**config.mk**
```make
export PLATFORM = sky130hd
export DESIGN_NAME = mlfq_thread_scheduler_flat
export DESIGN_NICKNAME = d
export VERILOG_FILES = /design/src/hw/rtl/mlfq_pkg.sv /design/src/hw/rtl/mlfq_intf.sv /design/src/hw/rtl/mlfq_thread_scheduler.sv /design/src/hw/rtl/mlfq_div.sv /design/src/flat_wrapper.sv
export SDC_FILE = /design/constraint.sdc
export NUM_CORES = 2
export LEC_CHECK = 0
export BUFFER_PORTS_ARGS = -buffer_cell sky130_fd_sc_hd__buf_2
export CORE_UTILIZATION = 33
export CTS_CLUSTER_SIZE = 10
export DETAILED_ROUTE_END_ITERATION = 8
export PLACE_DENSITY = 0.5
export REMOVE_ABC_BUFFERS = 1
export SLEW_MARGIN = 10
export SYNTH_ARGS = -nofsm -noshare
export SYNTH_HDL_FRONTEND = slang
export SYNTH_SLANG_ARGS = --single-unit
```
**constraint.sdc**
```tcl
create_clock -name clk -period 17.3 [get_ports clk]
set_clock_uncertainty 0.05 [all_clocks]
set_input_delay 5.19 -clock clk [delete_from_list [all_inputs] [get_ports clk]]
set_output_delay 5.19 -clock clk [all_outputs]
set_load 0.05 [all_outputs]
```
**src/hw/rtl/mlfq_pkg.sv**
```systemverilog
// Shared constants, codes and the log table for the feedback-queue scheduler.
`timescale 1ns / 1ps
`default_nettype none
package mlfq_pkg;

  localparam int LEVELS_DEF    = 8;
  localparam int THREADS_DEF   = 16;
  localparam int MAINT_RESET   = 40;
  localparam int MAIN_THREAD   = 2;
  localparam int MAINT_W       = 10;
  localparam int LN_W          = 18;
  localparam int PROD_W        = 34;   // 16-bit age times 18-bit log
  localparam int QUO_W         = 50;   // product shifted by 16
  localparam int DIV_W         = 27;   // positive decay denominator

  localparam logic KIND_INSERT   = 1'b0;
  localparam logic KIND_SCHEDULE = 1'b1;

  localparam logic [1:0] ST_READY   = 2'd0;
  localparam logic [1:0] ST_BLOCKED = 2'd1;
  localparam logic [1:0] ST_DONE    = 2'd2;
  localparam logic [1:0] ST_UNKNOWN = 2'd3;

  // round(ln(n) * 2^16)
  function automatic logic [LN_W-1:0] lnq(input logic [4:0] n);
    logic [LN_W-1:0] v;
    case (n)
      5'd2:    v = 18'd45426;
      5'd3:    v = 18'd71999;
      5'd4:    v = 18'd90852;
      5'd5:    v = 18'd105476;
      5'd6:    v = 18'd117425;
      5'd7:    v = 18'd127527;
      5'd8:    v = 18'd136278;
      5'd9:    v = 18'd143997;
      5'd10:   v = 18'd150902;
      5'd11:   v = 18'd157148;
      5'd12:   v = 18'd162851;
      5'd13:   v = 18'd168097;
      5'd14:   v = 18'd172953;
      5'd15:   v = 18'd177475;
      5'd16:   v = 18'd181704;
      default: v = 18'd0;
    endcase
    return v;
  endfunction

  function automatic logic [3:0] sat15(input int v);
    return (v > 15) ? 4'd15 : 4'(v);
  endfunction

endpackage
`default_nettype wire

```
**src/hw/rtl/mlfq_intf.sv**
```systemverilog
// Valid/ready channel interfaces for scheduler requests and results.
`timescale 1ns / 1ps
`default_nettype none
interface mlfq_in_if;
  logic       valid;
  logic       ready;
  logic       kind;
  logic [3:0] thread_id;
  logic [2:0] level;
  logic [3:0] start_credit;
  logic [1:0] run_status;
  logic       yielded;
  logic       holds_lock;

  modport source (output valid, kind, thread_id, level, start_credit, run_status,
                  yielded, holds_lock, input ready);
  modport sink   (input valid, kind, thread_id, level, start_credit, run_status,
                  yielded, holds_lock, output ready);
endinterface

interface mlfq_out_if;
  logic       valid;
  logic       ready;
  logic [3:0] next_thread;
  logic [2:0] next_level;
  logic       idle;
  logic       continued;
  logic       retired_valid;
  logic [3:0] retired_thread;

  modport source (output valid, next_thread, next_level, idle, continued,
                  retired_valid, retired_thread, input ready);
  modport sink   (input valid, next_thread, next_level, idle, continued,
                  retired_valid, retired_thread, output ready);
endinterface
`default_nettype wire

```
**src/hw/rtl/mlfq_thread_scheduler.sv**
```systemverilog
// Multilevel feedback queue scheduler top level.
//
// in_ch carries insert beats (kind 0) and schedule-tick beats (kind 1); out_ch
// returns exactly one result beat per input beat. cfg_we/cfg_wdata load the
// maintenance period (ticks between decay passes) and should be written only
// while the block is idle.
// An insert never starts a decay pass. A tick that continues on credit
// skips the decay check; any other tick goes through it. A decay pass walks
// every thread queued at levels 1 and up; each thread whose decay
// denominator is positive goes through the 50-step shared restoring divider.
// in_ch.ready is high only while no beat is being worked on or held. A
// result waits in the output register until out_ch.ready; no new beat is
// taken meanwhile. Reset empties all levels, clears tick count, loads a
// period of 40 and leaves no thread running. No memory clearing is needed.
`timescale 1ns / 1ps
`default_nettype none
module mlfq_thread_scheduler #(
  parameter int LEVELS      = mlfq_pkg::LEVELS_DEF,
  parameter int MAX_THREADS = mlfq_pkg::THREADS_DEF
) (
  input  wire logic                        clk,
  input  wire logic                        rst_n,
  mlfq_in_if.sink                          in_ch,
  mlfq_out_if.source                       out_ch,
  input  wire logic                        cfg_we,
  input  wire logic [mlfq_pkg::MAINT_W-1:0] cfg_wdata
);
  localparam int TW = $clog2(MAX_THREADS);
  localparam int LW = $clog2(LEVELS);

  typedef enum logic [3:0] {
    S_IDLE, S_INS, S_TICK, S_APP, S_DCHK, S_LVL, S_MUL, S_DST, S_DIVW,
    S_MOVE, S_CHOOSE, S_REP, S_OUT
  } state_t;

  state_t state_r, app_ret_r;

  logic [TW-1:0]  head_r [LEVELS];
  logic [TW-1:0]  tail_r [LEVELS];
  logic [LEVELS-1:0] empty_r;
  logic [TW-1:0]  link_r [MAX_THREADS];
  logic [3:0]     credit_r [MAX_THREADS];
  logic [31:0]    last_r [MAX_THREADS];
  logic [MAX_THREADS-1:0] queued_r;

  logic [31:0]    tick_r;
  logic signed [10:0] cdown_r;
  logic [mlfq_pkg::MAINT_W-1:0] maint_r;
  logic [LW-1:0]  rl_r;
  logic           running_r;

  // latched request
  logic [3:0]     tid_r;
  logic [2:0]     lvin_r;
  logic [3:0]     scred_r;
  logic [1:0]     stat_r;
  logic           yld_r;
  logic           lock_r;

  // append helper
  logic [TW-1:0]  app_t_r;
  logic [LW-1:0]  app_lv_r;

  // decay walk
  logic [LW:0]    lvl_r;
  logic [TW-1:0]  cur_r, nxt_r, prev_r;
  logic           hp_r, last_r_f;
  logic [LW-1:0]  nl_r;
  logic [mlfq_pkg::PROD_W-1:0] prod_r;
  logic [mlfq_pkg::DIV_W-1:0]  dvs_r;

  // result register
  logic           ov_r;
  logic [3:0]     o_thr_r, o_ret_r;
  logic [2:0]     o_lvl_r;
  logic           o_idle_r, o_cont_r, o_retv_r;

  logic           div_done;
  logic [mlfq_pkg::QUO_W-1:0] div_q;

  mlfq_div #(.DW(mlfq_pkg::QUO_W), .VW(mlfq_pkg::DIV_W)) u_div (
    .clk      (clk),
    .rst_n    (rst_n),
    .start    (state_r == S_DST),
    .dividend ({prod_r, 16'd0}),
    .divisor  (dvs_r),
    .done     (div_done),
    .quotient (div_q)
  );

  // walk helpers
  logic [LW-1:0]  lvl_i;
  logic [4:0]     lvl_p1;
  logic [mlfq_pkg::LN_W-1:0] ln_top;
  logic [31:0]    age;
  logic [15:0]    age_c;
  logic signed [11:0] cs;
  logic signed [29:0] dval;
  logic           d_pos;
  logic [LW-1:0]  nl_calc;
  logic [LW-1:0]  ins_lv;
  logic [LW-1:0]  first_lv;
  logic [TW-1:0]  run_t;

  assign lvl_i  = LW'(lvl_r);
  assign lvl_p1 = 5'(lvl_r) + 5'd1;
  assign ln_top = mlfq_pkg::lnq(lvl_p1);
  assign age    = tick_r - last_r[cur_r];
  assign age_c  = (|age[31:16]) ? 16'hFFFF : age[15:0];
  assign cs     = 12'({2'b00, maint_r}) - 12'(cdown_r);
  assign dval   = {{2{cs[11]}}, cs, 16'd0} - 30'(ln_top);
  assign d_pos  = !dval[29] && (|dval);
  assign run_t  = head_r[rl_r];

  always_comb begin
    nl_calc = '0;
    for (int k = 1; k < LEVELS; k++) begin
      if (k <= int'(lvl_r) &&
          div_q <= mlfq_pkg::QUO_W'(ln_top - mlfq_pkg::lnq(5'(k))))
        nl_calc = LW'(k);
    end
  end

  always_comb begin
    first_lv = '0;
    for (int k = LEVELS - 1; k >= 0; k--) begin
      if (!empty_r[k]) first_lv = LW'(k);
    end
  end

  assign ins_lv = (int'(lvin_r) >= LEVELS) ? LW'(LEVELS - 1) : LW'(lvin_r);

  always_ff @(posedge clk) begin
    if (!rst_n) begin
      state_r   <= S_IDLE;
      app_ret_r <= S_IDLE;
      empty_r   <= '1;
      queued_r  <= '0;
      tick_r    <= '0;
      maint_r   <= mlfq_pkg::MAINT_W'(mlfq_pkg::MAINT_RESET);
      cdown_r   <= 11'(mlfq_pkg::MAINT_RESET);
      rl_r      <= '0;
      running_r <= 1'b0;
      ov_r      <= 1'b0;
    end else begin
      if (cfg_we) maint_r <= cfg_wdata;
      case (state_r)
        S_IDLE: begin
          if (in_ch.valid) begin
            tid_r    <= in_ch.thread_id;
            lvin_r   <= in_ch.level;
            scred_r  <= in_ch.start_credit;
            stat_r   <= in_ch.run_status;
            yld_r    <= in_ch.yielded;
            lock_r   <= in_ch.holds_lock;
            o_cont_r <= 1'b0;
            o_retv_r <= 1'b0;
            o_ret_r  <= '0;
            state_r  <= (in_ch.kind == mlfq_pkg::KIND_INSERT) ? S_INS : S_TICK;
          end
        end
        S_INS: begin
          if (int'(tid_r) < MAX_THREADS && !queued_r[TW'(tid_r)]) begin
            queued_r[TW'(tid_r)] <= 1'b1;
            credit_r[TW'(tid_r)] <= scred_r;
            last_r[TW'(tid_r)]   <= tick_r;
            app_t_r   <= TW'(tid_r);
            app_lv_r  <= ins_lv;
            app_ret_r <= S_REP;
            state_r   <= S_APP;
          end else begin
            state_r <= S_REP;
          end
        end
        S_TICK: begin
          tick_r <= tick_r + 32'd1;
          if (cdown_r != -11'sd1024) cdown_r <= cdown_r - 11'sd1;
          if (running_r && !empty_r[rl_r]) begin
            last_r[run_t] <= tick_r;
            if (stat_r == mlfq_pkg::ST_READY && !yld_r && credit_r[run_t] != 4'd0) begin
              credit_r[run_t] <= credit_r[run_t] - 4'd1;
              o_thr_r  <= 4'(run_t);
              o_lvl_r  <= 3'(rl_r);
              o_idle_r <= 1'b0;
              o_cont_r <= 1'b1;
              ov_r     <= 1'b1;
              state_r  <= S_OUT;
            end else begin
              // pop the head
              if (run_t == tail_r[rl_r]) empty_r[rl_r] <= 1'b1;
              else head_r[rl_r] <= link_r[run_t];
              if (stat_r == mlfq_pkg::ST_READY) begin
                app_t_r   <= run_t;
                app_ret_r <= S_DCHK;
                state_r   <= S_APP;
                if (yld_r || lock_r) begin
                  credit_r[run_t] <= mlfq_pkg::sat15(int'(rl_r));
                  app_lv_r <= rl_r;
                end else if (int'(rl_r) >= LEVELS - 1) begin
                  credit_r[run_t] <= mlfq_pkg::sat15(LEVELS - 1);
                  app_lv_r <= rl_r;
                end else begin
                  credit_r[run_t] <= mlfq_pkg::sat15(int'(rl_r) + 2);
                  app_lv_r <= rl_r + 1'b1;
                end
              end else begin
                queued_r[run_t] <= 1'b0;
                state_r <= S_DCHK;
                if (stat_r == mlfq_pkg::ST_DONE && int'(run_t) != mlfq_pkg::MAIN_THREAD) begin
                  o_retv_r <= 1'b1;
                  o_ret_r  <= 4'(run_t);
                end
              end
            end
          end else begin
            state_r <= S_DCHK;
          end
        end
        S_APP: begin
          if (empty_r[app_lv_r]) begin
            head_r[app_lv_r]  <= app_t_r;
            empty_r[app_lv_r] <= 1'b0;
          end else begin
            link_r[tail_r[app_lv_r]] <= app_t_r;
          end
          tail_r[app_lv_r] <= app_t_r;
          state_r <= app_ret_r;
        end
        S_DCHK: begin
          lvl_r   <= (LW + 1)'(1);
          state_r <= (cdown_r <= 11'sd0) ? S_LVL : S_CHOOSE;
        end
        S_LVL: begin
          if (int'(lvl_r) >= LEVELS) begin
            cdown_r <= 11'({1'b0, maint_r});
            state_r <= S_CHOOSE;
          end else if (empty_r[lvl_i]) begin
            lvl_r <= lvl_r + 1'b1;
          end else begin
            cur_r   <= head_r[lvl_i];
            hp_r    <= 1'b0;
            state_r <= S_MUL;
          end
        end
        S_MUL: begin
          last_r_f <= (cur_r == tail_r[lvl_i]);
          nxt_r    <= link_r[cur_r];
          prod_r   <= mlfq_pkg::PROD_W'(age_c * ln_top);
          dvs_r    <= dval[mlfq_pkg::DIV_W-1:0];
          if (d_pos) begin
            state_r <= S_DST;
          end else begin
            nl_r    <= lvl_i;
            state_r <= S_MOVE;
          end
        end
        S_DST: state_r <= S_DIVW;
        S_DIVW: begin
          if (div_done) begin
            nl_r    <= nl_calc;
            state_r <= S_MOVE;
          end
        end
        S_MOVE: begin
          if (nl_r < lvl_i) begin
            // unlink from this level, then append below
            if (!hp_r) begin
              if (last_r_f) empty_r[lvl_i] <= 1'b1;
              else head_r[lvl_i] <= nxt_r;
            end else begin
              link_r[prev_r] <= nxt_r;
              if (last_r_f) tail_r[lvl_i] <= prev_r;
            end
            app_t_r   <= cur_r;
            app_lv_r  <= nl_r;
            app_ret_r <= last_r_f ? S_LVL : S_MUL;
            state_r   <= S_APP;
          end else begin
            prev_r  <= cur_r;
            hp_r    <= 1'b1;
            state_r <= last_r_f ? S_LVL : S_MUL;
          end
          if (last_r_f) lvl_r <= lvl_r + 1'b1;
          else cur_r <= nxt_r;
        end
        S_CHOOSE: begin
          running_r <= !(&empty_r);
          rl_r      <= (&empty_r) ? rl_r : first_lv;
          state_r   <= S_REP;
        end
        S_REP: begin
          if (running_r && !empty_r[rl_r]) begin
            o_thr_r  <= 4'(run_t);
            o_lvl_r  <= 3'(rl_r);
            o_idle_r <= 1'b0;
          end else begin
            o_thr_r  <= '0;
            o_lvl_r  <= '0;
            o_idle_r <= 1'b1;
          end
          ov_r    <= 1'b1;
          state_r <= S_OUT;
        end
        S_OUT: begin
          if (out_ch.ready) begin
            ov_r    <= 1'b0;
            state_r <= S_IDLE;
          end
        end
        default: state_r <= S_IDLE;
      endcase
    end
  end

  assign in_ch.ready           = (state_r == S_IDLE);
  assign out_ch.valid          = ov_r;
  assign out_ch.next_thread    = o_thr_r;
  assign out_ch.next_level     = o_lvl_r;
  assign out_ch.idle           = o_idle_r;
  assign out_ch.continued      = o_cont_r;
  assign out_ch.retired_valid  = o_retv_r;
  assign out_ch.retired_thread = o_ret_r;

  a_one_in_flight: assert property (@(posedge clk) disable iff (!rst_n)
    out_ch.valid |-> !in_ch.ready) else $error("beat taken while result pending");
  a_idle_zero: assert property (@(posedge clk) disable iff (!rst_n)
    (out_ch.valid && out_ch.idle) |-> (out_ch.next_thread == 4'd0 && !out_ch.continued))
    else $error("idle result names a thread");
  a_cont_excl: assert property (@(posedge clk) disable iff (!rst_n)
    out_ch.valid |-> !(out_ch.continued && out_ch.retired_valid))
    else $error("continued and retired together");
  a_div_in_walk: assert property (@(posedge clk) disable iff (!rst_n)
    div_done |-> state_r == S_DIVW) else $error("divider result outside walk");
endmodule
`default_nettype wire

```
**src/hw/rtl/mlfq_div.sv**
```systemverilog
// Restoring divider, one quotient bit per cycle.
`timescale 1ns / 1ps
`default_nettype none
module mlfq_div #(
  parameter int DW = mlfq_pkg::QUO_W,
  parameter int VW = mlfq_pkg::DIV_W
) (
  input  wire logic          clk,
  input  wire logic          rst_n,
  input  wire logic          start,
  input  wire logic [DW-1:0] dividend,
  input  wire logic [VW-1:0] divisor,
  output logic               done,
  output logic [DW-1:0]      quotient
);
  localparam int CW = $clog2(DW + 1);

  logic [DW-1:0] q_r;
  logic [VW-1:0] rem_r;
  logic [VW-1:0] dvs_r;
  logic [CW-1:0] cnt_r;
  logic          busy_r;
  logic          done_r;
  logic [VW:0]   shifted;
  logic          fits;

  assign shifted  = {rem_r, q_r[DW-1]};
  assign fits     = shifted >= {1'b0, dvs_r};
  assign done     = done_r;
  assign quotient = q_r;

  always_ff @(posedge clk) begin
    if (!rst_n) begin
      busy_r <= 1'b0;
      done_r <= 1'b0;
      cnt_r  <= '0;
    end else begin
      done_r <= !start && busy_r && (cnt_r == CW'(1));
      if (start) begin
        busy_r <= 1'b1;
        cnt_r  <= CW'(DW);
        q_r    <= dividend;
        rem_r  <= '0;
        dvs_r  <= divisor;
      end else if (busy_r) begin
        rem_r <= fits ? VW'(shifted - {1'b0, dvs_r}) : VW'(shifted);
        q_r   <= {q_r[DW-2:0], fits};
        cnt_r <= cnt_r - 1'b1;
        if (cnt_r == CW'(1)) begin
          busy_r <= 1'b0;
        end
      end
    end
  end

  a_done_after_busy: assert property (@(posedge clk) disable iff (!rst_n)
    done_r |-> $past(busy_r)) else $error("divider done without work");
  a_no_restart: assert property (@(posedge clk) disable iff (!rst_n)
    start |-> !busy_r) else $error("divider restarted while busy");
  a_cnt_zero_idle: assert property (@(posedge clk) disable iff (!rst_n)
    (busy_r && !start) |-> cnt_r != '0) else $error("divider count underflow");
endmodule
`default_nettype wire

```
**src/flat_wrapper.sv**
```systemverilog
// flat-port wrapper written by rule: the top's interface ports become plain ports
module mlfq_thread_scheduler_flat 
#(
  parameter int LEVELS      = mlfq_pkg::LEVELS_DEF,
  parameter int MAX_THREADS = mlfq_pkg::THREADS_DEF
)
  (clk, rst_n, cfg_we, cfg_wdata, in_ch_valid, in_ch_kind, in_ch_thread_id, in_ch_level, in_ch_start_credit, in_ch_run_status, in_ch_yielded, in_ch_holds_lock, in_ch_ready, out_ch_valid, out_ch_next_thread, out_ch_next_level, out_ch_idle, out_ch_continued, out_ch_retired_valid, out_ch_retired_thread, out_ch_ready);
  mlfq_in_if in_ch_i ();
  mlfq_out_if out_ch_i ();
  input  wire logic clk;
  input  wire logic rst_n;
  input  wire logic cfg_we;
  input  wire logic [mlfq_pkg::MAINT_W-1:0] cfg_wdata;
  input wire logic [$bits(in_ch_i.valid)-1:0] in_ch_valid;
  input wire logic [$bits(in_ch_i.kind)-1:0] in_ch_kind;
  input wire logic [$bits(in_ch_i.thread_id)-1:0] in_ch_thread_id;
  input wire logic [$bits(in_ch_i.level)-1:0] in_ch_level;
  input wire logic [$bits(in_ch_i.start_credit)-1:0] in_ch_start_credit;
  input wire logic [$bits(in_ch_i.run_status)-1:0] in_ch_run_status;
  input wire logic [$bits(in_ch_i.yielded)-1:0] in_ch_yielded;
  input wire logic [$bits(in_ch_i.holds_lock)-1:0] in_ch_holds_lock;
  output wire logic [$bits(in_ch_i.ready)-1:0] in_ch_ready;
  output wire logic [$bits(out_ch_i.valid)-1:0] out_ch_valid;
  output wire logic [$bits(out_ch_i.next_thread)-1:0] out_ch_next_thread;
  output wire logic [$bits(out_ch_i.next_level)-1:0] out_ch_next_level;
  output wire logic [$bits(out_ch_i.idle)-1:0] out_ch_idle;
  output wire logic [$bits(out_ch_i.continued)-1:0] out_ch_continued;
  output wire logic [$bits(out_ch_i.retired_valid)-1:0] out_ch_retired_valid;
  output wire logic [$bits(out_ch_i.retired_thread)-1:0] out_ch_retired_thread;
  input wire logic [$bits(out_ch_i.ready)-1:0] out_ch_ready;
  assign in_ch_i.valid = in_ch_valid;
  assign in_ch_i.kind = in_ch_kind;
  assign in_ch_i.thread_id = in_ch_thread_id;
  assign in_ch_i.level = in_ch_level;
  assign in_ch_i.start_credit = in_ch_start_credit;
  assign in_ch_i.run_status = in_ch_run_status;
  assign in_ch_i.yielded = in_ch_yielded;
  assign in_ch_i.holds_lock = in_ch_holds_lock;
  assign in_ch_ready = in_ch_i.ready;
  assign out_ch_valid = out_ch_i.valid;
  assign out_ch_next_thread = out_ch_i.next_thread;
  assign out_ch_next_level = out_ch_i.next_level;
  assign out_ch_idle = out_ch_i.idle;
  assign out_ch_continued = out_ch_i.continued;
  assign out_ch_retired_valid = out_ch_i.retired_valid;
  assign out_ch_retired_thread = out_ch_i.retired_thread;
  assign out_ch_i.ready = out_ch_ready;
  mlfq_thread_scheduler #(.LEVELS(LEVELS), .MAX_THREADS(MAX_THREADS)) u_core (.clk(clk), .rst_n(rst_n), .in_ch(in_ch_i), .out_ch(out_ch_i), .cfg_we(cfg_we), .cfg_wdata(cfg_wdata));
endmodule
```
== After elaboration in Yosys (flattened, before gate mapping) ==
Memory sizes are Yosys's and may differ from the RTL's. A register that Yosys moved wholly into a read port is not among the register bits.
Cells that the tools add are included.

* Register bits after elaboration: 316
* RAM bits: 704
* Bits in read-only memories: 576
* Bits of input ports: 31
* Output and inout port bits: 16
* Logic and storage cells: 457
* Memories kept: 6

* Add/sub/neg operators: 18
* Multipliers: 1
* Order comparisons: 30
* Eq/ne operators: 42
* Multiplexer cells: 238
* Bitwise operators: 13
* Reductions and logical operators: 69

{| class="wikitable"
|+ Memory list
! name !! words !! bits a word !! rd ports !! clocked after memory_dff !! write ports !! RTL line !! source
|-
| (name not given) || 32 || 18 || 1 || 0 || 0 || mlfq_pkg.sv:27 || <nowiki>case (n)</nowiki>
|-
| u_core.last_r || 16 || 32 || 1 || 1 || 1 || mlfq_thread_scheduler.sv:43 || <nowiki>logic [31:0] last_r [MAX_THREADS];</nowiki>
|-
| u_core.credit_r || 16 || 4 || 1 || 0 || 1 || mlfq_thread_scheduler.sv:42 || <nowiki>logic [3:0] credit_r [MAX_THREADS];</nowiki>
|-
| u_core.link_r || 16 || 4 || 2 || 1 || 1 || mlfq_thread_scheduler.sv:41 || <nowiki>logic [TW-1:0] link_r [MAX_THREADS];</nowiki>
|-
| u_core.head_r || 8 || 4 || 2 || 2 || 1 || mlfq_thread_scheduler.sv:38 || <nowiki>logic [TW-1:0] head_r [LEVELS];</nowiki>
|-
| u_core.tail_r || 8 || 4 || 3 || 3 || 1 || mlfq_thread_scheduler.sv:39 || <nowiki>logic [TW-1:0] tail_r [LEVELS];</nowiki>
|}

{| class="wikitable"
|+ Operators by type and width
! kind !! number
|-
| 50-bit <= comparator || 6
|-
| 4-bit 2-to-1 mux || 48
|-
| 3-bit 2-to-1 mux || 37
|-
| 1-bit 2-to-1 mux || 103
|-
| 50-bit 2-to-1 mux || 2
|-
| 18-bit by 17-bit subtractor with 19-bit output (second input constant) || 5
|-
| 16-bit 2-to-1 mux || 5
|-
| 8-bit 2-to-1 mux || 7
|-
| 27-bit 2-to-1 mux || 2
|-
| 4-bit one-hot mux with 13 select lines || 1
|-
| 50-bit by 18-bit <= comparator with 1-bit output || 1
|-
| 4-bit one-hot mux with 3 select lines || 3
|-
| 16-bit by 18-bit multiplier with 34-bit output || 1
|-
| 32-bit by 1-bit adder with 32-bit output (second input constant) || 1
|-
| 32-bit by 5-bit > comparator with 1-bit output (second input constant) || 1
|-
| 32-bit 2-to-1 mux || 1
|-
| 16-bit one-hot mux with 2 select lines || 1
|-
| 32-bit OR reduction || 1
|-
| 32-bit subtractor || 1
|-
| 30-bit OR reduction || 1
|-
| 28-bit by 19-bit subtractor with 29-bit output || 1
|-
| 28-bit by 27-bit >= comparator with 1-bit output || 1
|-
| 27-bit subtractor || 1
|-
| 5-bit AND reduction || 5
|-
| other kinds (71) || 175
|}

== Logic depth before layout (Yosys ltp) ==
* Depth in word-level cells: 13
* Depth in mapped cells: 42
* Mapped depth without buffers: 37

== Cells and area by module ==
Synthesis repeated with hierarchy kept, for this count alone.

* Cells, all modules: 5457
* Area total of the unflattened synthesis: 65780.6 um^2

{| class="wikitable"
|+ By module, submodules not included
! module !! instances !! cells an instance !! area each (um^2) !! sequential area each (um^2)
|-
| mlfq_thread_scheduler || 1 || 4943 || 59691.0 || 26745.7
|-
| mlfq_div || 1 || 514 || 6089.6 || 3283.1
|}

== Worst setup path after synthesis ==
OpenSTA, ideal clock, no wires.

* Kind: reg2reg
* Start point: register with a tool-made name
* End point: register u_core.prod_r[33] (netlist bit), data pin
* Arrival: 11018 ps
* Required time: 16990 ps
* Path slack: 5972 ps
* Stages on the path, launching flop included: 40
* Buffers on the path: 5
* Period minus slack after synthesis: 11328 ps
* Cell sequence: dfxtp_1 -> buf_2 -> buf_1 -> buf_1 -> mux4_2 -> mux4_2 -> inv_1 -> ha_1 -> nor2b_1 -> o31a_1 -> o31a_1 -> o2111a_2 -> a2111oi_0 -> nor2_1 -> xor2_1 -> or3b_2 -> clkbuf_1 -> nor4b_4 -> (+4 left out) -> fa_1 -> fa_1 -> inv_1 -> fa_1 -> fa_1 -> inv_1 -> fa_1 -> inv_1 -> ha_1 -> a2111oi_0 -> nor2b_1 -> o31ai_1 -> o31a_1 -> o221ai_1 -> o311ai_0 -> a21o_1 -> a21oi_1 -> xnor2_1

{| class="wikitable"
|+ RTL lines
! element !! RTL line !! source
|-
| to (signal assigned) || mlfq_thread_scheduler.sv:248 || <nowiki>prod_r <= mlfq_pkg::PROD_W'(age_c * ln_top);</nowiki>
|-
| to (decl) || mlfq_thread_scheduler.sv:69 || <nowiki>logic [mlfq_pkg::PROD_W-1:0] prod_r;</nowiki>
|}

==> results by group <==
Setup path
  – Worst R2R End: u_core.prod_r[33]
  – Worst setup path class: flop to flop
  – Critical Path Stages: 34
  – Worst R2R Setup Slack: approximately 4300 ps
  – Crit path largest cell delay: 1090 ps
  – Worst path slowest cell: nand4_1
  – Most used cell, CP: fa_1
  – CP Data Arrival Time: 13,460 ps
  – WP data required: 17,730 ps
  – Cells on worst reg2reg path: 34
  – CP Capture Type: flop
  – Startpoint Class: flop
  – Buffers and inverters on the worst path: 5
  – Worst Setup EP: u_core.prod_r[33]
  – Crit-path max FO: 68
  – Crit path max-delay family: adder cells

Clocking
  – Post-CTS sizing: 0
  – H-tree depth: 3
  – Root buf cell: clkbuf_16
  – Clk slew on worst S/H paths: 60 ps
  – Post-CTS Repair Setup Buffers: 0
  – TritonCTS Buffers: roughly 120
  – Post-CTS Hold Buffers: 0
  – TritonCTS clock tree: built
  – Clock net sink count: ~1,000
  – Clock latency on the worst-skew pair: 790 ps
  – Clock buffer depth: 3

Global routing
  – Total gr overflow: 0
  – First-pass GRT wire length: 289,000 µm
  – GRT Overall Usage: 18.8%
  – Vias in the first global route: 45,198
  – Largest net degree at the start of global routing: 96
  – Antenna violations before repair: 1

Layout
  – FILL cells: around 19,000
  – Nets: 6,336
  – # diodes: 0
  – Synth-to-Final Area Change: 11.0%
  – FF+latch area: ~30,000 µm²
  – Layout cells sized above 1: 11.2%
  – Commonest non-fill, non-tap cell in the layout: edfxtp_1
  – Most frequent cells in the layout: 926 x edfxtp_1, 512 x ha_1, 475 x nand2_1
  – Multi-input gate area: 33,400 µm²

Die
  – Initial Util: between 30% and 40%
  – Core area: about 200,000 µm²
  – Die Span Y: 448 µm
  – Area of the die: 201,000 µm²
  – I/O Pins: 47
  – Die Width: between 400 and 500 µm
  – Rows: approximately 160

Timing
  – Hold Violations, Final: 0
  – Final WS setup: 4260 ps
  – Slew Limit Fails: 0
  – Final setup violating endpoints: 0
  – Crit share post-route: between 70% and 80%
  – Hold slack: 330 ps
  – Final worst path period need: 13,040 ps
  – Achievable Freq: 0.0767 GHz
  – Setup TNS: 0 ps
  – Max transition margin: 20.8%
  – RSZ-0062 raised after global routing: false
  – Tightest Pin Transition: between 1000 and 1500 ps

Placement
  – Pre-CTS WS: 4310 ps
  – Placer Congestion: about 0.91
  – HPWL after DPL: roughly 130,000 µm
  – Number of port buffers: 46

Routing
  – Post-DRT Antenna Nets: 0
  – DRT Pass-1 Iters: 6
  – Drt drc: 0
  – Via density: approximately 5.4
  – Vias: 44,620
  – Post-Route WL: 189,000 µm
  – First DRT Iteration DRCs: 3,827
  – DR WL/cell: 22.8 µm

Logic synthesis
  – Simple-Gate Fraction of Synth Area: 11.5%
  – Synth top area share: 42.3%
  – Library cells used by synthesis: 102
  – Ys async rst share: 0%
  – Largest family of logic cells by synthesized area: adder cells
  – Synth Area in Compound Gates: 9.61%
  – Ys Warns: 0
  – Mux contribution to synthesized area: 10.0%
  – Post-synth EDFFs: 926
  – Synth Flop Type: edfxtp_1
  – Area leader, netlist: edfxtp_1
  – Avg Inst Size Synth: around 12 µm²
  – Post-synthesis xor/xnor area fraction: 2.76%
  – Post-synthesis instance area: 65,700 µm²
  – Seq/Total Area, Yosys: a little under half
  – Seq cells post-synth: roughly 1,000
  – Adder-cell area share of the yosys netlist: 16.6%
  – Synth Instances: 5,549
  – Synth top area cells: edfxtp_1 42%, ha_1 9.7%, mux4_2 7.8%, fa_1 6.9%, dfxtp_1 3.4%

Hold path
  – Hold Crit Class: flop to flop

Run
  – Max cap viols: 0

Run status
  – Status: completed
## synthesized netlist by cell type, types with 10 or more instances
cell,instances
a211o_1,13
a211oi_1,56
a21boi_0,10
a21o_1,156
a21oi_1,273
a221oi_1,14
a31oi_1,46
and2_1,109
and3_1,30
and4_1,12
buf_1,37
buf_2,36
clkbuf_1,157
dfxtp_1,111
edfxtp_1,926
fa_1,225
ha_1,512
inv_1,404
mux2_2,24
mux2i_1,112
mux4_2,229
nand2_1,475
nand2b_1,44
nand3_1,84
nand4_1,106
nor2_1,443
nor2b_1,43
nor3_1,113
nor4_1,21
o211ai_1,25
o21a_1,34
o21ai_0,168
o21bai_1,19
o221ai_1,10
o22ai_1,17
o31ai_1,22
or2_2,15
or3_1,22
or4_1,11
xnor2_1,147
xor2_1,60
## layout make-up
| type | instances | area share, % |
|---|---|---|
| clock inverter | 23 | 0.470 |
| timing repair buffer | 136 | 1.26 |
| multi-input combinational | 3856 | 45.8 |
| tap | 2640 | 4.53 |
| sequential | 1037 | 41.2 |
| inverter | 416 | 2.14 |
| clock buffer | 202 | 4.65 |
## worst min-delay path by stage
stage	start	endpoint	slack, ps	cells after the start
4_1_cts	u_core.dvs_r[10]	u_core.u_div.dvs_r[10]	320	0
5_1_grt	u_core.dvs_r[10]	u_core.u_div.dvs_r[10]	340	0
3_3_place_gp	u_core.dvs_r[10]	u_core.u_div.dvs_r[10]	350	0
2_1_floorplan	u_core.dvs_r[0]	u_core.u_div.dvs_r[0]	350	0
6_report	u_core.dvs_r[10]	u_core.u_div.dvs_r[10]	330	0
3_5_place_dp	u_core.dvs_r[0]	u_core.u_div.dvs_r[0]	350	0
## kinds of logic after synthesis
kind of cell	after synthesis
flip-flops	1037
buffers and inverters	656
XOR/XNOR	207
AO/OA/AOI/OAI	971
adder cells (fa/ha/maj)	737
multiplexers	367
AND/OR/NAND/NOR	1574
## per-layer routing
| metal | up-vias | GRT usage, % | share of wire, % |
|---|---|---|---|
| met1 | 22697 | 26.7 | 46 |
| li1 | 20530 | - | - |
| met3 | 211 | 2.34 | 5.0 |
| met5 | - | 0 | 0.0069 |
| met2 | 1180 | 30.8 | 47 |
| met4 | 2 | 3.86 | 1.7 |
## state kept, by name, indices dropped and copies added (netlist names), 6 cells and up, named ones only
| signal | flops |
|---|---|
| u_core.last_r | 512 |
| u_core.credit_r | 64 |
| u_core.link_r | 64 |
| u_core.u_div.quotient | 50 |
| u_core.prod_r | 34 |
| u_core.head_r | 32 |
| u_core.tail_r | 32 |
| u_core.tick_r | 32 |
| u_core.dvs_r | 27 |
| u_core.u_div.dvs_r | 27 |
| u_core.u_div.rem_r | 27 |
| u_core.queued_r | 16 |
| u_core.cdown_r | 11 |
| u_core.maint_r | 10 |
| u_core.empty_r | 8 |
| u_core.u_div.cnt_r | 6 |
## stage by stage
step	instances	utilization (%)	instance area (µm²)
after global placement	8085	35.0	69300
after detailed placement	8085	35.0	69300
after global routing	8310	36.9	73000
after CTS	8310	36.9	73000
after floorplan	5309	-	64700
final	8310	36.9	73000
Power is left out: the tool's default activity adds up to more than one toggle a clock period on the data nets, which glitch-free logic cannot reach.
